[src/rtl/tdb_pkg.sv]
// Shared widths, constants and helper functions for the dip and bend angle block.
package tdb_pkg;

	localparam int POS_W     = 24;                // position and momentum component width
	localparam int FLD_W     = 17;                // field register width
	localparam int DIP_W     = 16;
	localparam int BEND_W    = 15;
	localparam int SQ_W      = 48;                // sum of two squares
	localparam int RT_IN_W   = 64;                // square root radicand
	localparam int ROOT_W    = RT_IN_W / 2;
	localparam int REM_W     = ROOT_W + 3;
	localparam int RT_STEPS  = ROOT_W;            // one root bit per cell
	localparam int CW        = 36;                // rotator x and y width
	localparam int AW        = 32;                // angle accumulator, 30 fraction bits
	localparam int ITER_W    = 5;
	localparam int ANG_ITERS = 16;                // rotator iterations
	localparam int NDW       = 50;                // bend ratio numerator and denominator
	localparam int NORM_STEPS = 6;
	localparam int SH_W      = 6;
	localparam int NRM_W     = 30;                // normalized ratio width
	localparam int ANGLE_MAX = 25736;
	localparam logic [FLD_W-1:0] FIELD_RESET = 17'd5000;
	localparam logic [17:0] MEV_SCALE = 18'd256000;

	// arctangent of 2^-i, 30 fraction bits, truncated
	function automatic logic signed [AW-1:0] atan_q30(input logic [ITER_W-1:0] i);
		logic signed [AW-1:0] a;
		begin
			case (i)
				5'd0: a = 32'sd843314856;
				5'd1: a = 32'sd497837829;
				5'd2: a = 32'sd263043836;
				5'd3: a = 32'sd133525158;
				5'd4: a = 32'sd67021686;
				5'd5: a = 32'sd33543515;
				5'd6: a = 32'sd16775850;
				5'd7: a = 32'sd8388437;
				5'd8: a = 32'sd4194282;
				5'd9: a = 32'sd2097149;
				5'd10: a = 32'sd1048575;
				5'd11: a = 32'sd524287;
				5'd12: a = 32'sd262143;
				5'd13: a = 32'sd131071;
				5'd14: a = 32'sd65535;
				5'd15: a = 32'sd32767;
				5'd16: a = 32'sd16383;
				5'd17: a = 32'sd8191;
				5'd18: a = 32'sd4095;
				5'd19: a = 32'sd2047;
				5'd20: a = 32'sd1023;
				5'd21: a = 32'sd511;
				5'd22: a = 32'sd255;
				5'd23: a = 32'sd127;
				default: a = '0;
			endcase
			return a;
		end
	endfunction

	// round accumulator to 2^-14 rad and clamp
	function automatic logic signed [DIP_W-1:0] round_clamp(input logic signed [AW-1:0] acc);
		logic signed [AW-1:0] r;
		begin
			r = (acc + 32'sd32768) >>> 16;
			if (r > 32'sd25736)
				r = 32'sd25736;
			if (r < -32'sd25736)
				r = -32'sd25736;
			return r[DIP_W-1:0];
		end
	endfunction

endpackage

[src/rtl/tdb_norm_cell.sv]
// One step of left-justifying the bend ratio pair by a fixed power of two.
module tdb_norm_cell (
	input  logic                        clk,
	input  logic                        en,
	input  logic [tdb_pkg::SH_W-1:0]    sh,
	input  logic [tdb_pkg::NDW-1:0]     d_in,
	input  logic [tdb_pkg::NDW-1:0]     n_in,
	output logic [tdb_pkg::NDW-1:0]     d_out,
	output logic [tdb_pkg::NDW-1:0]     n_out
);
	logic top_clear;

	assign top_clear = ((d_in >> (tdb_pkg::SH_W'(tdb_pkg::NDW) - sh)) == '0);

	always_ff @(posedge clk) begin
		if (en) begin
			d_out <= top_clear ? (d_in << sh) : d_in;
			n_out <= top_clear ? (n_in << sh) : n_in;
		end
	end
endmodule

[config.mk]
export PLATFORM = sky130hd
export DESIGN_NAME = tdb_norm_cell
export DESIGN_NICKNAME = d
export VERILOG_FILES = /design/src/rtl/tdb_pkg.sv /design/src/rtl/tdb_norm_cell.sv
export SDC_FILE = /design/constraint.sdc
export NUM_CORES = 1
export LEC_CHECK = 0
export BUFFER_PORTS_ARGS = -buffer_cell sky130_fd_sc_hd__clkbuf_2
export CORE_MARGIN = 3
export CORE_UTILIZATION = 53
export CTS_CLUSTER_DIAMETER = 200
export DETAILED_ROUTE_END_ITERATION = 12
export HOLD_SLACK_MARGIN = 0.12
export PLACE_DENSITY = 0.87
export SLEW_MARGIN = 40
export SYNTH_ARGS = -nofsm -noshare
export SYNTH_HDL_FRONTEND = slang
export SYNTH_SLANG_ARGS = --single-unit
[constraint.sdc]
create_clock -name clk -period 3.47 [get_ports clk]
set_input_delay 0.1735 -clock clk [delete_from_list [all_inputs] [get_ports clk]]
set_output_delay 0.1735 -clock clk [all_outputs]
set_load 0.01 [all_outputs]
# Yosys cells after proc, flatten, opt, wreduce, memory -nomap -nowiden
# Cells that the tools add are included.
[op_classes] n_addsub=1 shift=3 n_mux=2 reduce_logical=1
[ops] operator="$mux 50" n=2
[ops] operator="$shl 50x6->50" n=2
[ops] operator="$logic_not 50->1" n=1
[ops] operator="$shr 50x6->50" n=1
[ops] operator="$sub 6x6->6 const A" n=1
[word_totals] register_bits=100 inputBits=108 out_inout_bits=100 word_cells=9

# Longest topological paths before layout
# Gate-level depths: netlist of run 1.
[depth] depth_word=4 mapped_depth=15 ltp_nobuf=10

# Least setup slack after synthesis of run 1
# Ideal clock, no wire load.
[synth_timing] kind="input -> register" startpoint="input port sh[0] (netlist name)" endpoint="register d_out[30] (netlist name) (data pin)" arrival_time_ps=3332 path_slack_ps=-122 stages=13 path_buffers=3 path_cell_list="ha_1 buf_6 buf_2 mux2i_1 nand2_1 a2111oi_0 o2111ai_1 o21ai_1 a211o_1 o221ai_2 a2111oi_4 buf_6 mux2_2"
[synth_via] elab_chain_cells=4 word_cells_on_any_way=5
[synth_rtl] item="start, declared" line="tdb_norm_cell.sv:5" text="input logic [tdb_pkg::SH_W-1:0] sh,"
[synth_rtl] item="$sub 6x6->6" line="tdb_norm_cell.sv:13" text="assign top_clear = ((d_in >> (tdb_pkg::SH_W'(tdb_pkg::NDW) - sh)) == '0);"
[synth_rtl] item="$shr 50x6->50" line="tdb_norm_cell.sv:13"
[synth_rtl] item="$logic_not 50->1" line="tdb_norm_cell.sv:13"
[synth_rtl] item="$mux 50 (*)" line="tdb_norm_cell.sv:17" text="d_out <= top_clear ? (d_in << sh) : d_in;"
[synth_rtl] item="end signal, assigned" line="tdb_norm_cell.sv:17"
[synth_rtl] item="end, declared" line="tdb_norm_cell.sv:8" text="output logic [tdb_pkg::NDW-1:0] d_out,"
# Every way passes the cells marked *; elsewhere a longest branch is shown, timed or not.
# A chain may end at the register's enable or synchronous reset.

# Worst setup path in the final report of run 1
[layout_timing] startpoint="input port sh[1] (netlist name)" endpoint="register d_out[39] (netlist name) (data pin)"
# Same word-level chain as after synthesis.

==> run summary, run 1 <==
Synth Instances: 1,349
Slew HR: 0.412
Power Dens Cells: 331 nW/µm²
Final routed DRC violation total: 0
WS Path Type: input pin to register
CTS Sinks: 100
Count leader, synth: nand2_1
Crit path arrival time: 3560 ps
Mapped Area: 11,700 µm²
Worst slew pin tran: 881 ps
Share of cells above drive strength 1: 0.318
Die Wd: 155 µm
Max_cap viols: 0
Area share of the leading cell type in the synthesized netlist: 0.257
Post-synth EDFFs: 100
Final Hold Fails: 0
Crit-path slowest cell: a2111oi_1
Vias per cell: 6.80
Syn Area/Cell: 8.67 µm²
Critical Path Fanout Max: 13
Seq/Total Area, Yosys: 0.257
CTS HTree Levels: 3
Status: finished clean
CP dominant cell by count: buf_4
Fin. max-slew vios: 0
Synthesis-to-finish area growth: 23.0%
List of most frequent post-synthesis cells: nand2_1 (217), nor2_1 (153), mux2i_1 (122)
Via count: 12,800
WL final: 45,700 µm
Vias in the first global route: 11,400
Top Family by Delay on Critical Path: compound AO/OA/AOI/OAI gates
Die height: 155 µm
First-pass GRT wire length: 66,800 µm
Largest family of logic cells by synthesized area: multiplexers
Number of buffers and inverters on the critical path: 6
Antenna viol nets, final: 0
Fin util: 0.674
Total gr overflow: 0
Primary FF master, synth: edfxtp_1
Port buffer count: 207
CTS tree: yes
Core Box Area: 21,400 µm²
Final setup violation count: 0
Critical path, cell by cell: buf_4, ha_4, buf_4, buf_6, mux2i_1, nand2_1, a2111oi_1, o2111ai_2, o21ai_0, a211oi_1, a2111oi_4, buf_4, buf_12, clkbuf_16, mux2_1
Mux contribution to synthesized area: 0.329
Adder-cell area share of the yosys netlist: 0.00107
Post-Synth XOR/XNOR Area: 0.00792
Post-Synthesis Net Count: 1,458
Starting Density: 0.548
Final non-filler cell area: 14,400 µm²
Pre-Repair DR Iteration Count: 7
CP Data Required Time: 3570 ps
Power Total: 4.77 mW
Compound-Gate Fraction of Synth Area: 0.182
Area after DPL: 13,700 µm²
Final period util: 0.995
Detailed placement HPWL: 32,100 µm
Overall Global Routing Usage: 0.355
P_leak: 6.08 nW
#FFs+latches synth: 100
CP max stage delay: 440 ps
Biggest area consumer among synthesized cells: edfxtp_1
Nets@finish: 1,706
Root Buffer Master: clkbuf_16
Post-layout minimum cycle time: 3450 ps
Worst min-delay path class: input pin to register
Critical Path Sink Type: register
Pin count of the biggest net entering global routing: 74
Worst-path clk slew: 70 ps
RSZ-0062 raised after global routing: yes
Final Wtd Congestion: 1.04
Synth unique cells: 66
Max Buffers Root-to-Sink: 2
F_max: 290 MHz
Area contributors post-synth: edfxtp_1 (26%), mux4_2 (11%), mux2i_1 (10%)
Initial antenna violation count: 3
Post-detailed-route wirelength per cell: 24.3 µm
Total of warnings raised by yosys: 0
Die ar.: 23,900 µm²
Hold_buf cts: 0
Crit path launch type: input pin
Fraction of registers with async set/reset: 0
Synth Area in Simple Gates: 0.161
Io pins: 208
IR drop worst, VDD: 0.234 mV
Drt first-iter violations: 2,269
Total CTS buffers: 9
Row count: 53
[path summary, 6_finish.rpt]
check                 from             endpoint  slack, ps  cells after the start
setup / recovery     sh[1]  d_out[39]$_DFFE_PP_         20                     15
hold / removal    n_in[28]  n_out[28]$_DFFE_PP_        140                      2
[sequential cells by signal, indices dropped and copies added, names as in the netlist]
register	flops
n_out	50
d_out	50
[where the power goes]
group	leakage [nW]	switching (mW)	internal, mW
registers	0.978	0.0374	1.47
logic	4.95	1.25	0.908
clock network	0.153	0.468	0.630
total	6.08	1.76	3.01
[final cells by class]
class	instances	area [µm²]
Clock inverter	7	90.1
Timing Repair Buffer	370	2540
Inverter	27	101
Multi-Input combinational cell	1089	8070
Sequential cell	100	3000
Antenna cell	1	2.50
Fill cell	1737	6970
Clock buffer	9	225
Tap cell	275	344
[routing by layer]
layer	global-route usage	part of all wire
met2	0.506	0.42
met5	0	0.00046
met4	0.101	0.041
met1	0.520	0.39
met3	0.112	0.15
[through the flow]
step	setup WS [ps]	hold WS, ps	instances	setup TNS [ps]
floorplan	3.39	286	1349	0
finish	17.7	138	1878	0
global placement	-138	487	1849	-9840
CTS	26.3	135	1865	0
global route	-52.7	145	1878	-2180
detailed placement	-347	490	1849	-28410
[what timing repair did]
item / in CTS / in global routing
resized for setup: 0 / 39
setup endpoints to repair: 0 / 97
buffers inserted: 0 / 5
[layout by cell type, fill, tap and decap left out, types with 4 or more instances in the layout]
master,instances
xnor2_1,4
o21a_1,7
o22a_1,11
a21o_1,4
nor2_1,153
o21ai_0,77
buf_6,5
nor3_2,4
inv_1,23
or3_1,5
and2_1,7
buf_4,144
mux4_2,59
mux2_2,39
nand2_1,217
nor3_1,32
o22ai_1,52
a311oi_1,7
nor2b_1,12
o211ai_1,6
clkbuf_16,14
edfxtp_1,100
a21oi_1,65
clkbuf_2,202
mux2i_1,121
a31oi_1,20
o32a_1,4
o32ai_1,4
buf_12,8
a211oi_1,30
nand3_1,6
mux2_1,73
nand2b_1,8
a211o_1,6
[cells by family after synthesis]
kind of cell               Yosys count
muxes                              296
AOI/OAI and AO/OA                  330
adders and majority gates            1
xor gates and xnor gates             8
DFF                                100
and+or+nand+nor                    454
buffers and inverters              160
Power figures use the tool's default switching activity.
==> run 2: changes to the inputs <==
CORE_MARGIN = 2   (was 3)
==> run 2 against run 1 <==
  * Global-route usage is 0.26 points lower
  * Sequential power hardly changed
  * Cell count is 1.4% lower
  * Critical path depth is 2 lower
  * Count of clock-buffer cells in the layout is 2 higher
  * Core utilization is 3.5 points lower
  * Worst hold slack worse by 2.6 ps
  * Design area is 3.4% lower
  * Worst setup slack better by 130 ps
  * Sequential cell count stayed put
  * Non-clock buffer count is 31 lower
  * Combinational power is 7% lower
  * Critical endpoint is now d_out[6]$_DFFE_PP_
  * Largest cell class unchanged
  * Highest routed layer unchanged
==> run summary, run 2 (synthesis gave the netlist of run 1 again) <==
Fin util: 0.638
Row count: 54
Diode count: 0
Io pins: 208
Final worst slack: 145 ps
Antenna viol nets, final: 0
Pre-Repair DR Iteration Count: 9
Total gr overflow: 0
Final Wtd Congestion: 1.01
Root Buffer Master: clkbuf_16
Critical Path Fanout Max: 23
Worst slew pin tran: 826 ps
Overall Global Routing Usage: 0.352
Die Wd: 153 µm
Max Buffers Root-to-Sink: 2
Post-detailed-route wirelength per cell: 22.9 µm
Post-Layout Cell Count: 1,851
First-pass GRT wire length: 65,200 µm
Die ar.: 23,300 µm²
Vias per cell: 6.68
Filler Cells Inserted: 1,834
Vias in the first global route: 11,500
Fin. max-slew vios: 0
CTS HTree Levels: 3
Post-layout minimum cycle time: 3320 ps
Port buffer count: 207
Commonest non-fill, non-tap cell in the layout: nand2_1
Placed cell count: 1,835
Max_cap viols: 0
CP dominant cell by count: buf_4
Drt first-iter violations: 1,741
Top Family by Delay on Critical Path: multiplexers
Die height: 153 µm
CTS Sinks: 100
Hold_buf cts: 0
Via count: 12,400
CTS tree: yes
Power Dens Cells: 329 nW/µm²
Crit path arrival time: 3440 ps
Critical Path Sink Type: register
IR drop worst, VDD: 0.214 mV
CP Data Required Time: 3580 ps
CP max stage delay: 470 ps
Critical path, cell by cell: buf_4, ha_4, mux2_2, mux2i_1, or4b_1, a21oi_2, nor3b_2, nor2_1, o211a_1, a2111oi_4, buf_4, buf_12, mux2_1
Largest regs: d_out: 50 flops, n_out: 50 flops
Initial antenna violation count: 3
Final Hold Fails: 0
Core Box Area: 21,800 µm²
Pre-CTS setup slack: -264 ps
Worst-path clk slew: 70 ps
Detailed placement HPWL: 31,800 µm
Nets@finish: 1,675
Total CTS buffers: 9
Power Total: 4.57 mW
Crit path launch type: input pin
WL final: 42,400 µm
WS Path Type: input pin to register
Area after DPL: 13,600 µm²
Final routed DRC violation total: 0
Pin count of the biggest net entering global routing: 66
Crit-path slowest cell: or4b_1
Final TNS setup: 0 ps
Worst min-delay path class: input pin to register
Starting Density: 0.538
Final hold slack: 136 ps
Most frequent cells in the layout: nand2_1 (217), clkbuf_2 (203), nor2_1 (153), buf_4 (125), mux2i_1 (121)
Synthesis-to-finish area growth: 18.7%
Share of cells above drive strength 1: 0.296
Setup Fix Bufs, Post-CTS: 0
P_leak: 5.84 nW
Number of buffers and inverters on the critical path: 3
Final setup violation count: 0
Status: finished clean
Final non-filler cell area: 13,900 µm²
Final period util: 0.958
Slew HR: 0.443
F_max: 301 MHz
==> run 2: power by group <==
part           switching (mW)  internal (mW)
registers              0.0395           1.47
logic                    1.17          0.840
clock network           0.491          0.563
total                    1.70           2.87
==> run 2: worst paths after layout <==
check	end	depth (start not counted)	from	slack, ps
hold / removal	n_out[48]$_DFFE_PP_	2	n_in[48]	140
setup / recovery	d_out[6]$_DFFE_PP_	13	sh[1]	150
==> run 2: area by class of cell <==
| class | count | area (µm²) | share of cell area |
|---|---|---|---|
| Timing Repair Buffer | 339 | 2150 | 0.155 |
| Multi-Input combinational cell | 1089 | 7990 | 0.575 |
| Tap cell | 280 | 350 | 0.0252 |
| Clock inverter | 5 | 60.1 | 0.00432 |
| Clock buffer | 11 | 233 | 0.0168 |
| Sequential cell | 100 | 3000 | 0.216 |
| Inverter | 27 | 101 | 0.00730 |
==> run 2: routing by layer <==
| layer | GRT usage | part of all wire | vias to the layer above |
|---|---|---|---|
| met5 | 0 | 0.00087 | - |
| met4 | 0.172 | 0.055 | 6 |
| met1 | 0.443 | 0.37 | 5732 |
| met2 | 0.584 | 0.47 | 951 |
| li1 | - | - | 5500 |
| met3 | 0.0680 | 0.11 | 179 |
==> run 2: what timing repair did <==
item,in CTS,in global routing
endpoints found under the setup margin,0,87
gates resized for setup,0,8
hold endpoints to repair,0,0
