<file path="config.mk">
export PLATFORM = sky130hd
export DESIGN_NAME = tdb_sqrt_cell
export DESIGN_NICKNAME = d
export VERILOG_FILES = /design/src/rtl/tdb_pkg.sv /design/src/rtl/tdb_sqrt_cell.sv
export SDC_FILE = /design/constraint.sdc
export NUM_CORES = 1
export LEC_CHECK = 0
export BUFFER_PORTS_ARGS = -buffer_cell sky130_fd_sc_hd__buf_2
export CORE_UTILIZATION = 48
export CTS_CLUSTER_DIAMETER = 60
export DETAILED_ROUTE_END_ITERATION = 12
export HOLD_SLACK_MARGIN = 0.1
export MAX_ROUTING_LAYER = met4
export PLACE_DENSITY_LB_ADDON = 0.08
export SLEW_MARGIN = 25
export SYNTH_ARGS = -nofsm -noshare
export SYNTH_HDL_FRONTEND = slang
export SYNTH_SLANG_ARGS = --single-unit
</file>
<file path="constraint.sdc">
create_clock -name clk -period 3.4 [get_ports clk]
set_clock_uncertainty 0.15 [all_clocks]
set_input_delay 0.17 -clock clk [delete_from_list [all_inputs] [get_ports clk]]
set_output_delay 0.17 -clock clk [all_outputs]
set_load 0.02 [all_outputs]
</file>
<file path="src/rtl/tdb_pkg.sv">
// Shared widths, constants and helper functions for the dip and bend angle block.
package tdb_pkg;

	localparam int POS_W     = 24;                // position and momentum component width
	localparam int FLD_W     = 17;                // field register width
	localparam int DIP_W     = 16;
	localparam int BEND_W    = 15;
	localparam int SQ_W      = 48;                // sum of two squares
	localparam int RT_IN_W   = 64;                // square root radicand
	localparam int ROOT_W    = RT_IN_W / 2;
	localparam int REM_W     = ROOT_W + 3;
	localparam int RT_STEPS  = ROOT_W;            // one root bit per cell
	localparam int CW        = 36;                // rotator x and y width
	localparam int AW        = 32;                // angle accumulator, 30 fraction bits
	localparam int ITER_W    = 5;
	localparam int ANG_ITERS = 16;                // rotator iterations
	localparam int NDW       = 50;                // bend ratio numerator and denominator
	localparam int NORM_STEPS = 6;
	localparam int SH_W      = 6;
	localparam int NRM_W     = 30;                // normalized ratio width
	localparam int ANGLE_MAX = 25736;
	localparam logic [FLD_W-1:0] FIELD_RESET = 17'd5000;
	localparam logic [17:0] MEV_SCALE = 18'd256000;

	// arctangent of 2^-i, 30 fraction bits, truncated
	function automatic logic signed [AW-1:0] atan_q30(input logic [ITER_W-1:0] i);
		logic signed [AW-1:0] a;
		begin
			case (i)
				5'd0: a = 32'sd843314856;
				5'd1: a = 32'sd497837829;
				5'd2: a = 32'sd263043836;
				5'd3: a = 32'sd133525158;
				5'd4: a = 32'sd67021686;
				5'd5: a = 32'sd33543515;
				5'd6: a = 32'sd16775850;
				5'd7: a = 32'sd8388437;
				5'd8: a = 32'sd4194282;
				5'd9: a = 32'sd2097149;
				5'd10: a = 32'sd1048575;
				5'd11: a = 32'sd524287;
				5'd12: a = 32'sd262143;
				5'd13: a = 32'sd131071;
				5'd14: a = 32'sd65535;
				5'd15: a = 32'sd32767;
				5'd16: a = 32'sd16383;
				5'd17: a = 32'sd8191;
				5'd18: a = 32'sd4095;
				5'd19: a = 32'sd2047;
				5'd20: a = 32'sd1023;
				5'd21: a = 32'sd511;
				5'd22: a = 32'sd255;
				5'd23: a = 32'sd127;
				default: a = '0;
			endcase
			return a;
		end
	endfunction

	// round accumulator to 2^-14 rad and clamp
	function automatic logic signed [DIP_W-1:0] round_clamp(input logic signed [AW-1:0] acc);
		logic signed [AW-1:0] r;
		begin
			r = (acc + 32'sd32768) >>> 16;
			if (r > 32'sd25736)
				r = 32'sd25736;
			if (r < -32'sd25736)
				r = -32'sd25736;
			return r[DIP_W-1:0];
		end
	endfunction

endpackage

</file>
<file path="src/rtl/tdb_sqrt_cell.sv">
// One cell of the pipelined integer square root: resolves one root bit.
module tdb_sqrt_cell (
	input  logic                            clk,
	input  logic                            en,
	input  logic [tdb_pkg::RT_IN_W-1:0]     v_in,
	input  logic [tdb_pkg::REM_W-1:0]       rem_in,
	input  logic [tdb_pkg::ROOT_W-1:0]      root_in,
	output logic [tdb_pkg::RT_IN_W-1:0]     v_out,
	output logic [tdb_pkg::REM_W-1:0]       rem_out,
	output logic [tdb_pkg::ROOT_W-1:0]      root_out
);
	logic [tdb_pkg::REM_W-1:0] rem_sh;
	logic [tdb_pkg::REM_W-1:0] trial;
	logic                      take;

	assign rem_sh = {rem_in[tdb_pkg::REM_W-3:0], v_in[tdb_pkg::RT_IN_W-1 -: 2]};
	assign trial  = tdb_pkg::REM_W'({root_in, 2'b01});
	assign take   = (rem_sh >= trial);

	always_ff @(posedge clk) begin
		if (en) begin
			v_out    <= {v_in[tdb_pkg::RT_IN_W-3:0], 2'b00};
			rem_out  <= take ? (rem_sh - trial) : rem_sh;
			root_out <= {root_in[tdb_pkg::ROOT_W-2:0], take};
		end
	end
endmodule

</file>
# [Yosys cells after proc, flatten, opt, wreduce, memory -nomap -nowiden]
# Index checks and enable logic that the tools add are counted.
# W data, S select, Z words.
[totals] regBits=129
[op_classes] add_sub_neg=1 magnitude_cmp=1 n_mux=1
[op_table] op="$ge A35 B34 Y1" n=1
[op_table] op="$mux W35" n=1
[op_table] op="$sub A35 B34 Y35" n=1

# [Depth between registers and ports, before layout]
# Gate-level depths: netlist of run 1.
[depth] ltp_word=2 depth_mapped=13 depth_no_buf=10

# [Least setup slack after synthesis of run 1]
# OpenSTA, ideal clock, no wires.
[synth_timing] path_type="input-to-reg" from="in root_in[5] (netlist name)" to="reg rem_out[28] (netlist name) (data pin)" setup_time_ns=0.260 arrival_ns=2.209 required_ns=2.990 setup_slack_ns=0.781 path_stages=10 cell_sequence="inv_1 ha_1 a211oi_1 o21bai_1 nor4_2 o21ai_2 a211oi_1 o221ai_1 xnor2_1 mux2_2"
[synth_between] elab_chain_cells=2
[synth_lines] item="start: declaration" line="tdb_sqrt_cell.sv:7" text="input logic [tdb_pkg::ROOT_W-1:0] root_in,"
[synth_lines] item="$sub A35 B34 Y35 or $ge A35 B34 Y1 (tied branches)" line="tdb_sqrt_cell.sv:23, tdb_sqrt_cell.sv:18"
[synth_lines] item="$mux W35 *" line="tdb_sqrt_cell.sv:23" text="rem_out <= take ? (rem_sh - trial) : rem_sh;"
[synth_lines] item="end signal: assignment" line="tdb_sqrt_cell.sv:23"
[synth_lines] item="end: declaration" line="tdb_sqrt_cell.sv:9" text="output logic [tdb_pkg::REM_W-1:0] rem_out,"
# Every way passes the cells marked *; elsewhere a longest branch is shown, timed or not.
# A chain may end at the register's enable or synchronous reset.

# [Worst setup path in the final report of run 1]
[layout_timing] from="in root_in[15] (netlist name)" to="reg rem_out[32] (netlist name) (data pin)"
# The elaborated chain is that of the path after synthesis.

==> results of run 1 <==
## worst max-delay path: stages
cell and delay, ns:
dlygate4sd3_1 0.56, buf_2 0.14, inv_1 0.05, ha_1 0.44, nand2_1 0.11, nor3_1 0.39
o21ai_0 0.19, o21ai_2 0.29, a21oi_2 0.16, o311ai_2 0.31, xnor2_1 0.11, mux2_4 0.26
## path summary, 6_finish.rpt
check | to | slack [ns] | depth (start not counted)
max | rem_out[32]$_DFFE_PP_ | 0.24 | 12
min | root_out[28]$_DFFE_PP_ | 0.13 | 1
## cell families (layout without fill, tap and decap cells)
group	after synthesis	count (layout)
AOI/OAI and AO/OA	121	121
other	1	2
xor gates and xnor gates	31	31
adders and majority gates	34	34
muxes	14	14
buffers and inverters	59	468
DFF	129	129
and+or+nand+nor	110	110
## repair_timing
item	CTS	global route
hold endpoints to repair	128	0
gates resized for setup	0	1
hold buffers	128	0
setup endpoints to repair	0	1
## power by group
part / switching (mW) / internal (mW) / total (mW)
registers: 0.0444 / 1.95 / 1.99
logic: 0.661 / 0.475 / 1.14
clock network: 0.695 / 1.23 / 1.92
total: 1.40 / 3.65 / 5.05
## stage by stage
step,utilization [%],area (um2),power (mW)
2_1_floorplan,-,6330,2.65
3_3_place_gp,61.4,7810,2.99
3_5_place_dp,61.4,7810,3.00
4_1_cts,76.3,9710,5.02
5_1_grt,76.4,9720,5.24
6_report,76.4,9720,5.05
## layout by cell type, fill, tap and decap left out, drive strengths merged, types with 4 or more instances in the layout
master | synthesis | final
a211oi | 4 | 4
a21o | 8 | 8
a21oi | 50 | 50
and3 | 5 | 5
buf | 11 | 262
bufinv | 0 | 4
clkbuf | 2 | 19
clkinv | 0 | 4
dlygate4sd3 | 0 | 128
edfxtp | 129 | 129
ha | 34 | 34
inv | 46 | 48
mux2 | 11 | 11
nand2 | 20 | 20
nand4 | 9 | 9
nor2 | 45 | 45
nor2b | 4 | 4
nor3 | 10 | 10
nor4 | 4 | 4
o211ai | 6 | 6
o21ai | 22 | 22
or3 | 4 | 4
xnor2 | 21 | 21
xor2 | 10 | 10
## per-layer routing
metal | global-route usage [%] | up-vias | share of wire (%)
li1 | - | 2654 | -
met1 | 31.7 | 2571 | 40
met2 | 47.1 | 257 | 49
met3 | 8.86 | 44 | 8.0
met4 | 13.6 | 0 | 3.1
met5 | - | - | 0
## cell type report
cell class,instances,share of cell area [%]
clock buffer,19,4.46
tap,172,2.22
sequential,129,39.9
timing repair buffer,390,27.1
multi-input combinational,312,22.7
clock inverter,13,1.88
inverter,46,1.78
## cells in the mapped netlist (3+ instances only)
library cell | instances | share of area [%]
nor2b_1 | 4 | 0.40
a311oi_1 | 3 | 0.42
a31oi_1 | 3 | 0.30
buf_4 | 5 | 0.59
nor2_1 | 45 | 2.7
edfxtp_1 | 129 | 61
a21oi_2 | 4 | 0.55
xor2_1 | 10 | 1.4
mux2_2 | 6 | 1.1
nor4_1 | 3 | 0.30
ha_1 | 34 | 6.7
o21ai_0 | 20 | 1.6
o211ai_1 | 5 | 0.59
a21o_1 | 8 | 0.95
a211oi_1 | 3 | 0.36
or3_1 | 4 | 0.40
xnor2_1 | 21 | 2.9
o21bai_1 | 3 | 0.36
buf_2 | 4 | 0.32
o31a_1 | 3 | 0.42
nor3_1 | 10 | 0.79
and3_1 | 5 | 0.49
o21a_1 | 3 | 0.36
mux2i_1 | 3 | 0.47
a21oi_1 | 46 | 3.6
nand2_1 | 20 | 1.2
mux2_1 | 4 | 0.71
inv_1 | 46 | 2.7
nand4_1 | 9 | 0.89
## state kept, by name, summed over array words and instances, names as in the netlist
name and cells:
v_out 62, rem_out 35, root_out 32
==> results.cfg, run 1 <==
[floorplan]
die-area_um2 = 13600
ios = 264
num_rows = 41
core_area_um2 = 12700
die_h_um = 117
start_util_pct = 49.7
die_width_um = 117

[global_route]
gr-total-overflow = 0
grt_antenna_before_repair = 0
grt_pass1_vias = 5402
grt_first_pass_wirelength_um = 28000
track_usage_pct = 28.6
grt_max_degree = 83

[synthesis]
synth_top_family_by_area = compound AO/OA/AOI/OAI gates
synth_xor_area_share_pct = 4.29
yosysWarningCount = 0
ys.flop_type = edfxtp_1
synth_area_um2 = 6330
synth-edff-count = 129
syn_avg_cell_area_um2 = 12.7
synthArstFlopShare_pct = 0
synthAdderAreaFrac_pct = 6.72
netlist_instances = 499
synth-seq-cells = 129
synthMuxAreaShare_pct = 2.49
synth_compound_area_share_pct = 12.8
ys_types = 60
seq_area_frac_synth_pct = 61.2
synthSimpleGateAreaFrac_pct = 8.29

[sta]
clock.fmax_mhz = 316
finalSetupTns_ns = 0
tightest_slew_ns = 0.746
finalSetupViolations = 0
fin_ws_ns = 0.238
drv_slew = 0
final.hold.worst_slack_ns = 0.130
rsz0062_at_grt = false
hold_viol = 0
max-slew-margin-rel_pct = 50.3
min_period_ns = 3.16
period_share_pct = 93.0

[drt]
drt-initial-drc-count = 434
vias = 5526
drc = 0
routedWlPerCell_um = 17.4
totalWireLength_um = 18800
firstDrtPassIters = 5
vias_per_cell = 5.11
drtAntennaViolNets = 0

[clocking]
cts_buffer_depth = 2
postCtsSetupRepairBufs = 0
cts_sinks = 129
cts-root-buf = clkbuf_16
cts_tree = done
htreeDepth = 4
clk_pin_slew_ns = 0.06
cts_made_buffers = 17

[run]
drv_cap = 0

[hold_path]
min_path_type = input port to register
hold_path.startpoint = en

[placement]
place_inst = 921
portBuffers = 259
hpwl_um = 11700
dp_slack_ns = 0.285
gp_congestion = 0.864

[critical_path]
cp-start-kind = input port
required_ns = 3.42
crit_arrival_ns = 3.18
critical_path.startpoint = root_in[15]
critPathKind = input port to register
crit_path_end_kind = register
crit_path_max_fanout = 9

[final_layout]
syn_to_final_growth_pct = 53.6
final_nets = 1063
fill_cells = 826
drive_gt1_share_pct = 34.5
diodes = 0
multi_input_area_um2 = 2210
stdcell_count = 1081
area.sequential_um2 = 3870

[outcome]
status = complete, no violations

[power]
cellPowerDensity_nw_per_um2 = 520
vdd_ir_drop_max_v = 0.000286
power_leakage_nw = 4.26
(Power assumes the default switching activity.)
==> run 2: changes to the inputs <==
--- a/config.mk
+++ b/config.mk
@@ -10,7 +10,6 @@
 export CTS_CLUSTER_DIAMETER = 60
 export DETAILED_ROUTE_END_ITERATION = 12
 export HOLD_SLACK_MARGIN = 0.1
-export MAX_ROUTING_LAYER = met4
 export PLACE_DENSITY_LB_ADDON = 0.08
 export SLEW_MARGIN = 25
 export SYNTH_ARGS = -nofsm -noshare
==> run 2 against run 1 <==
  * Critical path depth stayed put
  * Sequential cell count is the same
  * Sequential power about the same
  * Largest cell class unchanged
  * Clock power about the same
  * Via count rose by 0.42%
  * Core utilization unchanged
  * First-iteration DRC count down 3.9%
==> results.cfg, run 2 (same netlist as run 1, synthesis figures left out) <==
[outcome]
status = complete, no violations

[critical_path]
slowest_delay_ns = 0.57
critPathSlowestCell = dlygate4sd3_1
required_ns = 3.42
cp-start-kind = input port
critPathKind = input port to register
crit_path_max_fanout = 9
crit_path_end_kind = register
crit_arrival_ns = 3.18
path_cells = dlygate4sd3_1 -> buf_2 -> inv_1 -> ha_1 -> nand2_1 -> nor3_1 -> o21ai_0 -> o21ai_2 -> a21oi_2 -> o311ai_2 -> xnor2_1 -> mux2_4

[clocking]
htreeDepth = 4
cts_sinks = 129
cts_buffer_depth = 2
clk_pin_slew_ns = 0.06
cts-root-buf = clkbuf_16
cts_made_buffers = 17
cts_tree = done

[placement]
hpwl_um = 11700
place_area_um2 = 7810
dp_slack_ns = 0.285
gp_congestion = 0.851
place_inst = 921
portBuffers = 259

[final_layout]
utilization_pct = 76.4
fin_area_um2 = 9720
final_nets = 1063
stdcell_count = 1081
multi_input_area_um2 = 2210
drive_gt1_share_pct = 34.5
fill_cells = 826
syn_to_final_growth_pct = 53.6
layout_common_cells = 258 x buf_2, 129 x edfxtp_1, 128 x dlygate4sd3_1, 46 x inv_1, 46 x a21oi_1
final_common_cell = buf_2
largest_reg_flops = 62
largestRegisters = v_out (62), rem_out (35), root_out (32)
area.sequential_um2 = 3870
diodes = 0
regMostFlops = v_out

[drt]
routedWlPerCell_um = 17.5
drtAntennaViolNets = 0
firstDrtPassIters = 4
vias_per_cell = 5.13
drt-initial-drc-count = 417
drc = 0
totalWireLength_um = 18900
vias = 5549

[sta]
fin_ws_ns = 0.235
max-slew-margin-rel_pct = 50.1
period_share_pct = 93.1
rsz0062_at_grt = false
hold_viol = 0
finalSetupTns_ns = 0
min_period_ns = 3.16
tightest_slew_ns = 0.748
clock.fmax_mhz = 316
drv_slew = 0
finalSetupViolations = 0

[floorplan]
core_area_um2 = 12700
die_width_um = 117
die_h_um = 117
num_rows = 41
ios = 264
start_util_pct = 49.7
die-area_um2 = 13600

[hold_path]
min_path_type = input port to register

[run]
drv_cap = 0

[global_route]
grt_pass1_vias = 5411
grt_first_pass_wirelength_um = 27900
track_usage_pct = 27.6
grt_max_degree = 83
grt_antenna_before_repair = 0
gr-total-overflow = 0

[power]
vdd_ir_drop_max_v = 0.000285
power_leakage_nw = 4.26
cellPowerDensity_nw_per_um2 = 520
[run 2: cell counts in the layout (fill, tap and decap cells not counted)]
Identical to the previous run, type by type.
[run 2: power by group]
group | switching [mW] | internal (mW)
Clock | 0.693 | 1.23
Sequential | 0.0445 | 1.95
Combinational | 0.662 | 0.475
Total | 1.40 | 3.65
[run 2: final timing paths]
check	from	to	slack, ns	depth (start not counted)
min	en	root_out[28]$_DFFE_PP_	0.13	1
max	root_in[15]	rem_out[32]$_DFFE_PP_	0.24	12
[run 2: critical path, delay by kind of cell]
family,cells,cell delay [ns]
adder cells (fa/ha/maj),1,0.44
buffers and inverters,3,0.76
AO/OA/AOI/OAI,4,0.95
XOR/XNOR,1,0.11
AND/OR/NAND/NOR,2,0.49
multiplexers,1,0.26
[run 2: final cells by class]
class / count / share of cell area [%]
clock inverters: 13 / 1.88
multi-input cells: 312 / 22.7
well taps: 172 / 2.22
flip-flops and latches: 129 / 39.9
clock buffers: 19 / 4.46
repair buffers: 390 / 27.1
inverters: 46 / 1.78
[run 2: stage by stage]
stage               hold slack [ns]  power, mW
floorplan                     0.119       2.65
global placement              0.198       2.99
detailed placement            0.198       3.00
CTS                           0.143       5.02
global route                  0.160       5.24
finish                        0.132       5.05
[run 2: layer usage]
layer  global-route usage, %  vias to the layer above  part of all wire [%]
met3                    9.11                       44                   8.5
li1                        -                     2656                     -
met1                    31.4                     2588                    39
met4                    14.1                        0                   3.2
met2                    46.7                      261                    49
met5                       0                        -                     0
[run 2: repair_timing]
action                                 in CTS  in global routing
endpoints found under the hold margin     128                  0
setup endpoints to repair                   0                  1
hold buffers                              128                  0
setup buffers                               0                  0
gates resized for setup                     0                  1
