[src/rtl/tdb_pkg.sv]
// Shared widths, constants and helper functions for the dip and bend angle block.
package tdb_pkg;

	localparam int POS_W     = 24;                // position and momentum component width
	localparam int FLD_W     = 17;                // field register width
	localparam int DIP_W     = 16;
	localparam int BEND_W    = 15;
	localparam int SQ_W      = 48;                // sum of two squares
	localparam int RT_IN_W   = 64;                // square root radicand
	localparam int ROOT_W    = RT_IN_W / 2;
	localparam int REM_W     = ROOT_W + 3;
	localparam int RT_STEPS  = ROOT_W;            // one root bit per cell
	localparam int CW        = 36;                // rotator x and y width
	localparam int AW        = 32;                // angle accumulator, 30 fraction bits
	localparam int ITER_W    = 5;
	localparam int ANG_ITERS = 16;                // rotator iterations
	localparam int NDW       = 50;                // bend ratio numerator and denominator
	localparam int NORM_STEPS = 6;
	localparam int SH_W      = 6;
	localparam int NRM_W     = 30;                // normalized ratio width
	localparam int ANGLE_MAX = 25736;
	localparam logic [FLD_W-1:0] FIELD_RESET = 17'd5000;
	localparam logic [17:0] MEV_SCALE = 18'd256000;

	// arctangent of 2^-i, 30 fraction bits, truncated
	function automatic logic signed [AW-1:0] atan_q30(input logic [ITER_W-1:0] i);
		logic signed [AW-1:0] a;
		begin
			case (i)
				5'd0: a = 32'sd843314856;
				5'd1: a = 32'sd497837829;
				5'd2: a = 32'sd263043836;
				5'd3: a = 32'sd133525158;
				5'd4: a = 32'sd67021686;
				5'd5: a = 32'sd33543515;
				5'd6: a = 32'sd16775850;
				5'd7: a = 32'sd8388437;
				5'd8: a = 32'sd4194282;
				5'd9: a = 32'sd2097149;
				5'd10: a = 32'sd1048575;
				5'd11: a = 32'sd524287;
				5'd12: a = 32'sd262143;
				5'd13: a = 32'sd131071;
				5'd14: a = 32'sd65535;
				5'd15: a = 32'sd32767;
				5'd16: a = 32'sd16383;
				5'd17: a = 32'sd8191;
				5'd18: a = 32'sd4095;
				5'd19: a = 32'sd2047;
				5'd20: a = 32'sd1023;
				5'd21: a = 32'sd511;
				5'd22: a = 32'sd255;
				5'd23: a = 32'sd127;
				default: a = '0;
			endcase
			return a;
		end
	endfunction

	// round accumulator to 2^-14 rad and clamp
	function automatic logic signed [DIP_W-1:0] round_clamp(input logic signed [AW-1:0] acc);
		logic signed [AW-1:0] r;
		begin
			r = (acc + 32'sd32768) >>> 16;
			if (r > 32'sd25736)
				r = 32'sd25736;
			if (r < -32'sd25736)
				r = -32'sd25736;
			return r[DIP_W-1:0];
		end
	endfunction

endpackage

[src/rtl/tdb_cordic_cell.sv]
// One vectoring rotator step with a fixed shift, registered.
module tdb_cordic_cell (
	input  logic                                 clk,
	input  logic                                 en,
	input  logic [tdb_pkg::ITER_W-1:0]           iter,
	input  logic signed [tdb_pkg::CW-1:0]        x_in,
	input  logic signed [tdb_pkg::CW-1:0]        y_in,
	input  logic signed [tdb_pkg::AW-1:0]        acc_in,
	output logic signed [tdb_pkg::CW-1:0]        x_out,
	output logic signed [tdb_pkg::CW-1:0]        y_out,
	output logic signed [tdb_pkg::AW-1:0]        acc_out
);
	logic signed [tdb_pkg::CW-1:0] dx;
	logic signed [tdb_pkg::CW-1:0] dy;
	logic signed [tdb_pkg::AW-1:0] ang;

	// arithmetic shift floors toward minus infinity
	assign dx  = y_in >>> iter;
	assign dy  = x_in >>> iter;
	assign ang = tdb_pkg::atan_q30(iter);

	always_ff @(posedge clk) begin
		if (en) begin
			if (y_in > 0) begin
				x_out   <= x_in + dx;
				y_out   <= y_in - dy;
				acc_out <= acc_in + ang;
			end else begin
				x_out   <= x_in - dx;
				y_out   <= y_in + dy;
				acc_out <= acc_in - ang;
			end
		end
	end
endmodule

[config.mk]
export PLATFORM = sky130hd
export DESIGN_NAME = tdb_cordic_cell
export DESIGN_NICKNAME = d
export VERILOG_FILES = /design/src/rtl/tdb_pkg.sv /design/src/rtl/tdb_cordic_cell.sv
export SDC_FILE = /design/constraint.sdc
export NUM_CORES = 1
export LEC_CHECK = 0
export ABC_AREA = 1
export BUFFER_PORTS_ARGS = -buffer_cell sky130_fd_sc_hd__buf_2
export CORE_ASPECT_RATIO = 2
export CORE_MARGIN = 10
export CORE_UTILIZATION = 60
export DETAILED_ROUTE_END_ITERATION = 6
export PLACE_DENSITY = 0.86
export SLEW_MARGIN = 10
export SYNTH_ARGS = -nofsm -noshare
export SYNTH_HDL_FRONTEND = slang
export SYNTH_SLANG_ARGS = --single-unit
[constraint.sdc]
create_clock -name clk -period 12.1 [get_ports clk]
set_input_delay 0.605 -clock clk [delete_from_list [all_inputs] [get_ports clk]]
set_output_delay 0.605 -clock clk [all_outputs]
set_load 0.02 [all_outputs]
After elaboration in Yosys (flattened, before gate mapping) --
Memory sizes are Yosys's and may differ from the RTL's. Index checks and enable logic that the tools add are counted.
Operators by class: multiplexer cells 3, magnitude comparators 1, add/sub/neg operators 6, shifts and indexed selects 2
Operator list (number):
- $add A36 B36 Y36 | 2
- $mux W36 | 2
- $sshr A36 B5 Y36 | 2
- $sub A36 B36 Y36 | 2
- $gt A36 B1 Y1 const B | 1
- $add A32 B32 Y32 | 1
- $mux W32 | 1
- $sub A32 B32 Y32 | 1
Storage, ports and cells: memory bits (read-only) 960, output and inout port bits 104, register bits 104, memories kept 1, input port bits 111, logic and storage cells 16
Memory list:
- (no name shown) | words 32, width 30, read ports 1, clocked after memory_dff 0, wr ports 0, line tdb_pkg.sv:29 | case (i)

Logic depth before layout (Yosys ltp) --
Gate-level depths: netlist of run 1.
depth after elaboration 3, gate-level depth with buffers 35, gate-level depth less buffers 33

Worst setup path before layout of run 1 --
OpenSTA, ideal clock, no wires.
path kind input to register, from in iter[1] (netlist name), to reg acc_out[23] (netlist name), data pin, path slack 7.609 ns, buffers on the path 4, data required time 11.835 ns, stages 27, setup time 0.265 ns, arrival 4.226 ns, cells stage by stage buf_6 inv_4 buf_12 buf_6 ha_1 inv_1 nor2_1 o21ai_0 o21ai_0 ha_1 nand2_1 nor2_1 nand2_1 o21ai_1 buf_4 xnor2_1 ha_1 a21oi_1 inv_1 a31oi_1 a21boi_0 inv_1 nand2_1 nand2_1 a21boi_0 o21ai_0 xor2_1
On the way: cells in the longest elaborated chain, start to end 3, elaborated cells between the ends (all ways) 4, those cells by class add/sub (2); mux (1); memory (1)
Ends and longest elaborated chain:
- from (decl) | line tdb_cordic_cell.sv:5 | input logic [tdb_pkg::ITER_W-1:0] iter,
- $mem_v2 Z32 W30 (*)
- $sub A32 B32 Y32 or $add A32 B32 Y32 (tied branches) | line tdb_cordic_cell.sv:31, tdb_cordic_cell.sv:27
- $mux W32 (*) | line tdb_cordic_cell.sv:24 | if (y_in > 0) begin
- to (signal assigned) | line tdb_cordic_cell.sv:27 | acc_out <= acc_in + ang;
- to (signal assigned) | line tdb_cordic_cell.sv:31 | acc_out <= acc_in - ang;
- to (decl) | line tdb_cordic_cell.sv:11 | output logic signed [tdb_pkg::AW-1:0] acc_out
Mark *: on every way between the ends. The rest lies on a longest branch, timed or not. A chain may end at the register's enable or synchronous reset.

Worst setup path after layout of run 1 --
from in iter[0] (netlist name), to reg y_out[33] (netlist name), data pin
On the way: cells in the longest elaborated chain, start to end 3, elaborated cells between the ends (all ways) 4, those cells by class add/sub (2); shift (1); mux (1)
Ends and longest elaborated chain:
- $sshr A36 B5 Y36 (*) | line tdb_cordic_cell.sv:19 | assign dy = x_in >>> iter;
- $add A36 B36 Y36 or $sub A36 B36 Y36 (tied branches) | line tdb_cordic_cell.sv:30, tdb_cordic_cell.sv:26
- $mux W36 (*) | line tdb_cordic_cell.sv:24
- to (signal assigned) | line tdb_cordic_cell.sv:26 | y_out <= y_in - dy;
- to (signal assigned) | line tdb_cordic_cell.sv:30 | y_out <= y_in + dy;
- to (decl) | line tdb_cordic_cell.sv:10 | output logic signed [tdb_pkg::CW-1:0] y_out,
Marks and branches as above.

==> impl_metrics.ini, run 1 <==
[outcome]
status = finished clean

[min_path]
holdCritPathClass = input pin to flop
min_from = y_in[0]
hold_depth = 2

[logic_synthesis]
synth_cells = 2577
synth_common_cells = 804 x nand2_1, 393 x nand3_1, 225 x inv_1
ys_types = 52
synth_most_common_cell = nand2_1
synth_top_cell_by_area = edfxtp_1
synthFlopType = edfxtp_1
synth_seq_cells = 104
synth-edff-count = 104
syn_area_sq_um = 16000
ys_top_cells_by_area = edfxtp_1 20%, nand2_1 19%, nand3_1 12%, ha_1 8.6%, xor2_1 6.0%
synth_warnings = 0
async_reset_ff_frac = 0
yosysTopAreaCellShare = 0.195
syn_area_per_cell_sq_um = 6.20
syn-num-nets = 2801
seq_area_frac_synth = 0.195

[global_routing]
antenna_found_initial = 6
grt_overflow_total = 0
grt_pass1_vias = 18654
gr-usage-all-layers = 0.401
grt_first_pass_wirelength_microns = 104000
grt_max_degree = 82

[pwr]
p_seq_frac = 0.259
p_leak_nw = 8.79
clockPowerShare = 0.151
irDropWorstVdd_mv = 0.113
p_int_mw = 1.10
p_sw_frac = 0.494
power.density_nw_per_um2 = 126
p_sw_mw = 1.08
combinationalPowerShare = 0.591

[critical_path]
worstPathArrival_ps = 6790
critPathCaptureType = flop
start_kind = input pin
path_class = input pin to flop
crit_path_start = iter[0]
cp_max_fo = 81
worst_ep_required_time_ps = 12270

[clocking]
postCtsHoldBufs = 0
cts.path.max_buffers = 2
cts_tree = built
ctsResizeCount = 0
cts_buffers = 9
cts-root-buf = clkbuf_16
cts.htree.levels = 3
clkSlewWorstSetupHoldPaths_ps = 100
cts_sinks = 104
post_cts_buffers = 0

[detailed_routing]
ant_nets = 0
first_pass_iters = 7
vias = 19114
drt_iter0_drc = 2090
drt-wirelength-per-cell_microns = 22.8
drc_errors = 0
finalWirelength_microns = 70100
vias_per_cell = 6.21

[finish]
layout.cells.non_filler = 3077
area_delta_synth_final_pct = 8.56
multiInputGateArea_sq_um = 11400
seq_area_sq_um = 3120
layout.nets = 2947
fill_cells = 2489
drive_above_1_share = 0.124

[floorplan]
die_w_microns = 135
die_area_sq_um = 34000
pin_count = 215
rows = 84
die_height_microns = 251
core_area_sq_um = 26300
initial_utilization = 0.608

[timing]
tns_ps = 0
worst_pin_slew_ps = 1230
slew_violations = 0
fin_ws_ps = 5470
setup_viol_count_final = 0
fin_hold_ws_ps = 596
layout_min_cycle_time_ps = 6630
hold_viol = 0
fmax_mhz = 151
relSlewSlack = 0.177
rsz0062_at_grt = no
fin_crit_sh = 0.548

[run]
drv_cap = 0

[placement]
io_buffers = 214
gp_congestion = 1.15
place_ws_ps = 5220
place_hpwl_microns = 54900
dp_cells = 3056
-- cells by family after synthesis --
logic type / after synthesis / share of synthesized area
fa+ha+maj: 113 / 0.0899
compound gates: 312 / 0.109
buf+inv: 344 / 0.0943
simple gates: 1535 / 0.418
flops: 104 / 0.195
xor+xnor: 169 / 0.0926
-- per-layer routing --
metal	wire, microns	share of wire	global-route usage	vias to the layer above
met2	34700	0.49	0.692	1280
met4	7950	0.11	0.392	2
met1	21200	0.30	0.373	8540
li1	-	-	-	8854
met5	13	0.00019	0	-
met3	6350	0.091	0.0911	438
-- flip-flops by register name, summed over array words and instances (netlist names) --
signal and cells:
y_out 36, x_out 36, acc_out 32
-- layout make-up --
class / count / share of cell area
tap: 344 / 0.0248
sequential: 104 / 0.180
inverter: 253 / 0.0550
timing repair buffer: 226 / 0.0671
clock buffer: 10 / 0.0132
clock inverter: 6 / 0.00433
antenna: 5 / 0.000721
multi-input combinational: 2129 / 0.655
-- final timing paths --
check                        to
worst min-delay path   y_out[0]
worst max-delay path  y_out[33]
-- per-stage QoR --
stage                      util  power [mW]  area (sq um)
after floorplan               -        1.43         16000
after global placement    0.648        1.79         17000
after detailed placement  0.648        1.81         17000
after CTS                 0.659        2.14         17300
after global routing      0.660        2.30         17300
final                     0.660        2.18         17300
-- worst max-delay path, stage by stage --
cell	delay, ps
buf_2	80
buf_4	650
inv_4	500
nand2_1	210
nand3_1	110
nand2_1	140
nand2_1	70
nand3_1	90
nand2_1	80
nand2_1	170
nand2_2	140
nor2_1	220
nand2_1	170
nor2_4	150
nand3_2	210
o21ai_2	200
xor2_1	710
ha_1	460
nand2_1	170
o21ai_0	180
a21oi_1	160
inv_1	150
a31oi_1	480
o21ai_0	240
nand2_1	120
nand2_1	70
xor2_1	140
-- power by group through the flow --
stage | Sequential (mW) | Clock [mW] | Combinational, mW
after global routing | 0.574 | 0.335 | 1.39
final | 0.564 | 0.328 | 1.29
after global placement | 0.569 | 0 | 1.22
after floorplan | 0.701 | 0 | 0.727
after detailed placement | 0.570 | 0 | 1.24
after CTS | 0.564 | 0.325 | 1.25
-- cell usage in the layout (no fill, tap or decap), drive strengths merged --
master	instances
ha	110
fa	3
or2	3
clkbuf	10
nand2	827
nor3b	2
a221oi	3
nand4	26
edfxtp	104
xnor2	60
o21ai	92
diode	5
a21oi	140
o221ai	4
nor3	16
nand3b	12
nor2	239
nor4	4
a21o	7
and3	3
clkinvlp	1
o211ai	7
o31ai	2
buf	226
clkinv	3
inv	254
bufinv	1
o22ai	4
o21bai	4
a22oi	1
a2111oi	1
o21a	9
nand3	403
a21boi	6
o2111ai	4
a31oi	24
xor2	109
a211oi	4
No activity file was read; power rests on OpenSTA's default activity.
==> run 2, diff against run 1 <==
--- a/config.mk
+++ b/config.mk
@@ -9,9 +9,9 @@
 export BUFFER_PORTS_ARGS = -buffer_cell sky130_fd_sc_hd__buf_2
 export CORE_ASPECT_RATIO = 2
 export CORE_MARGIN = 10
-export CORE_UTILIZATION = 60
+export CORE_UTILIZATION = 55
 export DETAILED_ROUTE_END_ITERATION = 6
-export PLACE_DENSITY = 0.86
+export PLACE_DENSITY = 0.83
 export SLEW_MARGIN = 10
 export SYNTH_ARGS = -nofsm -noshare
 export SYNTH_HDL_FRONTEND = slang
==> constraint.sdc (replaced) <==
create_clock -name clk -period 5.6 [get_ports clk]
set_input_delay 0.28 -clock clk [delete_from_list [all_inputs] [get_ports clk]]
set_output_delay 0.28 -clock clk [all_outputs]
set_load 0.02 [all_outputs]
==> run 2 against run 1 <==
  * The flow now finishes with violations (design-rule violations)
  * Final area is 3.8% higher
  * Clock power is 130% higher
  * Die area is 8.0% higher
  * Sequential cell count stayed put
  * Final cell count is 2.6% higher
  * Power is 120% higher
  * Worst hold slack worse by 380 ps
  * Wire length is 2.7% lower
  * Critical path depth is 1 lower
  * Global-route usage is 4.1 points lower
  * Critical path type unchanged
==> impl_metrics.ini, run 2 (same netlist as run 1, synthesis figures left out) <==
[outcome]
status = finished with violations
violations = design-rule violations

[detailed_routing]
vias_per_cell = 6.06
drc_errors = 2
finalWirelength_microns = 68200
drt-wirelength-per-cell_microns = 21.6
ant_nets = 0
first_pass_iters = 7
drt_iter0_drc = 1754
vias = 19119

[floorplan]
die_area_sq_um = 36700
core_area_sq_um = 28700
initial_utilization = 0.556
die_height_microns = 261
pin_count = 215
die_w_microns = 141
rows = 88

[finish]
mostFrequentLayoutCells = 804 x nand2_1, 393 x nand3_1, 224 x inv_1
drive_above_1_share = 0.145
layout_commonest_cell = nand2_1
n_antenna_cell = 0
area_delta_synth_final_pct = 12.7
stdcell_area_sq_um = 18000
layout.nets = 3015
reg.largest.list = x_out x36, y_out x36, acc_out x32

[global_routing]
busiest_layer = met2
grt_first_pass_wirelength_microns = 103000
met2_usage = 0.655
grtUsageMet3 = 0.0669
antenna_found_initial = 0
grt_max_degree = 66
grt_pass1_vias = 19187
gr-usage-met1 = 0.314
grt_overflow_total = 0
gr-usage-all-layers = 0.360

[placement]
io_buffers = 214
post_dp_cell_area_sq_um = 17700
place_hpwl_microns = 55900
gp_congestion = 1.07

[critical_path]
start_kind = input pin
worst_path_most_repeated_cell = nand2_1
worstPathArrival_ps = 5310
crit_buf_inv = 5
crit_family = compound AO/OA/AOI/OAI gates
path_class = input pin to flop
worst_ep_required_time_ps = 5750
max_stage_delay_ps = 600
critical-path-slowest-cell = o21ai_1
critPathCaptureType = flop
cp_max_fo = 26

[clocking]
cts.htree.levels = 3
clkSlewWorstSetupHoldPaths_ps = 90
cts.path.max_buffers = 2
cts_sinks = 104
ctsResizeCount = 0
cts-root-buf = clkbuf_16
post_cts_buffers = 0
cts_buffers = 9
cts_tree = built
postCtsHoldBufs = 0

[timing]
fin_hold_ws_ps = 213
rsz0062_at_grt = no
relSlewSlack = 0.461
tns_ps = 0
hold_viol = 0
slew_violations = 0
layout_min_cycle_time_ps = 5150
fin_crit_sh = 0.920
worst_pin_slew_ps = 808
setup_viol_count_final = 0
fmax_mhz = 194

[pwr]
p_leak_nw = 9.19
power.density_nw_per_um2 = 268
irDropWorstVdd_mv = 0.236

[min_path]
holdCritPathClass = input pin to flop

[run]
drv_cap = 0
run 2: metal layers:
metal / part of all wire / wire length [microns]
met1: 0.31 / 20800
met2: 0.51 / 34900
met3: 0.068 / 4630
met4: 0.11 / 7840
met5: 0 / 0
run 2: power breakdown:
group | internal, mW | switching, mW | total [mW]
registers | 1.16 | 0.0526 | 1.22
clock network | 0.364 | 0.380 | 0.744
logic | 0.943 | 1.92 | 2.86
total | 2.47 | 2.35 | 4.82
run 2: through the flow:
step	utilization	worst slack (ps)	power (mW)	std cells
2_1_floorplan	-	1430	3.08	2577
5_1_grt	0.627	74.9	5.10	3156
3_5_place_dp	0.616	425	4.02	3140
4_1_cts	0.627	835	4.77	3156
6_report	0.627	446	4.82	3156
3_3_place_gp	0.616	471	3.97	3140
run 2: worst paths after layout:
kind / from / to / cells after the start
max: iter[0] / y_out[33] / 26
min: y_in[0] / y_out[0] / 2
run 2: cell type report:
cell class	count	area (sq um)
fillers	2824	10700
clock buffers	9	225
well taps	360	450
flip-flops and latches	104	3120
multi-input cells	2129	11300
clock inverters	7	95.1
inverters	253	955
repair buffers	294	1810
==> run 3, diff against run 2 <==
--- a/config.mk
+++ b/config.mk
@@ -12,6 +12,7 @@
 export CORE_UTILIZATION = 55
 export DETAILED_ROUTE_END_ITERATION = 6
 export PLACE_DENSITY = 0.83
+export RECOVER_POWER = 50
 export SLEW_MARGIN = 10
 export SYNTH_ARGS = -nofsm -noshare
 export SYNTH_HDL_FRONTEND = slang
==> run 3 against run 2 <==
  * The run ends with design-rule violations, max-capacitance violations, max-slew violations left
  * Die area unchanged
  * Global-route usage unchanged
  * First-iteration DRC count decreased by 1.3%
  * Critical path type unchanged
  * Wire length decreased by 0.11%
  * Largest power group unchanged
  * Largest cell class unchanged
  * Final cell count unchanged
  * Clock-buffer cell count unchanged
==> impl_metrics.ini, run 3 (same netlist as run 1, synthesis figures left out) <==
[outcome]
status = finished with violations
violations = design-rule violations, max-capacitance violations, max-slew violations

[finish]
stdcell_area_sq_um = 17900
layout.nets = 3015
area_delta_synth_final_pct = 11.9
fill_cells = 2899
n_antenna_cell = 0
mostFrequentLayoutCells = 804 x nand2_1, 393 x nand3_1, 224 x inv_1
drive_above_1_share = 0.107
layout_commonest_cell = nand2_1
reg.largest.list = x_out x36, y_out x36, acc_out x32

[clocking]
cts.path.max_buffers = 2
post_cts_buffers = 0
cts_tree = built
postCtsHoldBufs = 0
cts.htree.levels = 3
cts_sinks = 104
cts-root-buf = clkbuf_16
clkSlewWorstSetupHoldPaths_ps = 90
cts_buffers = 9
ctsResizeCount = 0

[floorplan]
die_area_sq_um = 36700
rows = 88
initial_utilization = 0.556
core_area_sq_um = 28700
pin_count = 215
die_w_microns = 141
die_height_microns = 261

[global_routing]
grt_pass1_vias = 19187
gr-usage-all-layers = 0.360
grt_max_degree = 66
grt_overflow_total = 0
grt_first_pass_wirelength_microns = 103000
antenna_found_initial = 0

[detailed_routing]
drc_errors = 1
vias = 19094
first_pass_iters = 7
drt_iter0_drc = 1732
drt-wirelength-per-cell_microns = 21.6
vias_per_cell = 6.05
ant_nets = 0
finalWirelength_microns = 68200

[pwr]
clockPowerShare = 0.156
power.total_mw = 4.77
p_int_mw = 2.42
p_sw_frac = 0.494
p_sw_mw = 2.35
power.density_nw_per_um2 = 267
irDropWorstVdd_mv = 0.233
p_seq_frac = 0.257
combinationalPowerShare = 0.587
p_leak_nw = 8.90

[critical_path]
critPathCaptureType = flop
worst_ep_required_time_ps = 5750
worstPathArrival_ps = 5360
path_class = input pin to flop
cp_max_fo = 26
start_kind = input pin

[placement]
place_hpwl_microns = 55900
post_dp_cell_area_sq_um = 17700
gp_congestion = 1.07
io_buffers = 214

[min_path]
min_from = y_in[0]
holdCritPathClass = input pin to flop
hold_depth = 2
min_to = y_out[0]

[timing]
worst_pin_slew_ps = 2690
relSlewSlack = -0.794
setup_viol_count_final = 0
rsz0062_at_grt = no
fin_crit_sh = 0.930
hold_viol = 0
fmax_mhz = 192
layout_min_cycle_time_ps = 5210
slew_violations = 107
tns_ps = 0

[run]
drv_cap = 2
==> run 3: cell types whose count changed in the layout (fill, tap and decap cells not counted) <==
cell | before | now
buf_2 | 213 | 109
buf_4 | 70 | 68
clkbuf_1 | 0 | 105
clkbuf_2 | 0 | 1
==> run 3: cell type report <==
cell class | count | area [sq um] | area share
multi-input cells | 2129 | 11300 | 0.635
repair buffers | 294 | 1680 | 0.0937
inverters | 253 | 955 | 0.0534
clock buffers | 9 | 225 | 0.0126
well taps | 360 | 450 | 0.0252
flip-flops and latches | 104 | 3120 | 0.175
clock inverters | 7 | 95.1 | 0.00532
==> run 3: worst max path at each step <==
stage / cells past startpoint / to / slack, ps / startpoint
finish: 26 / y_out[33] / 390 / iter[0]
global placement: 27 / x_out[35] / 470 / iter[0]
detailed placement: 32 / y_out[35] / 430 / iter[0]
CTS: 32 / y_out[35] / 840 / iter[0]
floorplan: 27 / acc_out[23] / 1430 / iter[1]
global route: 31 / y_out[33] / 70 / iter[1]
==> run 3: power by group through the flow <==
stage / Sequential (mW) / Clock [mW] / Combinational (mW)
detailed placement: 1.23 / 0 / 2.79
global route: 1.24 / 0.767 / 3.04
global placement: 1.23 / 0 / 2.75
CTS: 1.22 / 0.744 / 2.80
finish: 1.22 / 0.744 / 2.80
floorplan: 1.51 / 0 / 1.57
==> run 3: through the flow <==
| step | cells | utilization | hold slack [ps] | worst slack (ps) |
|---|---|---|---|---|
| 4_1_cts | 3156 | 0.627 | 205 | 835 |
| 5_1_grt | 3156 | 0.622 | 215 | 74.9 |
| 3_5_place_dp | 3140 | 0.616 | 609 | 425 |
| 2_1_floorplan | 2577 | - | 392 | 1430 |
| 6_report | 3156 | 0.622 | 212 | 393 |
| 3_3_place_gp | 3140 | 0.616 | 614 | 471 |
==> run 3: per-layer routing <==
layer,vias to the layer above,track usage,share of wire
li1,8989,-,-
met1,8643,0.314,0.30
met2,1063,0.655,0.51
met3,399,0.0669,0.070
met4,0,0.369,0.11
met5,-,0,0
==> run 3: worst max-delay path, stage by stage <==
cell,delay (ps)
buf_2,220
buf_4,350
nand2_1,120
nand3_1,120
nand3_1,120
nand3_1,130
nand2_1,80
o21ai_1,610
inv_1,200
nand2_1,280
nor2_4,70
buf_4,160
nand2_1,70
nand2_1,60
xnor2_1,440
ha_1,390
a21oi_1,220
o21ai_0,110
a21oi_1,200
nand3_1,280
a31oi_1,220
buf_4,150
o21ai_0,130
nand2_1,100
nand2_1,60
xor2_1,140
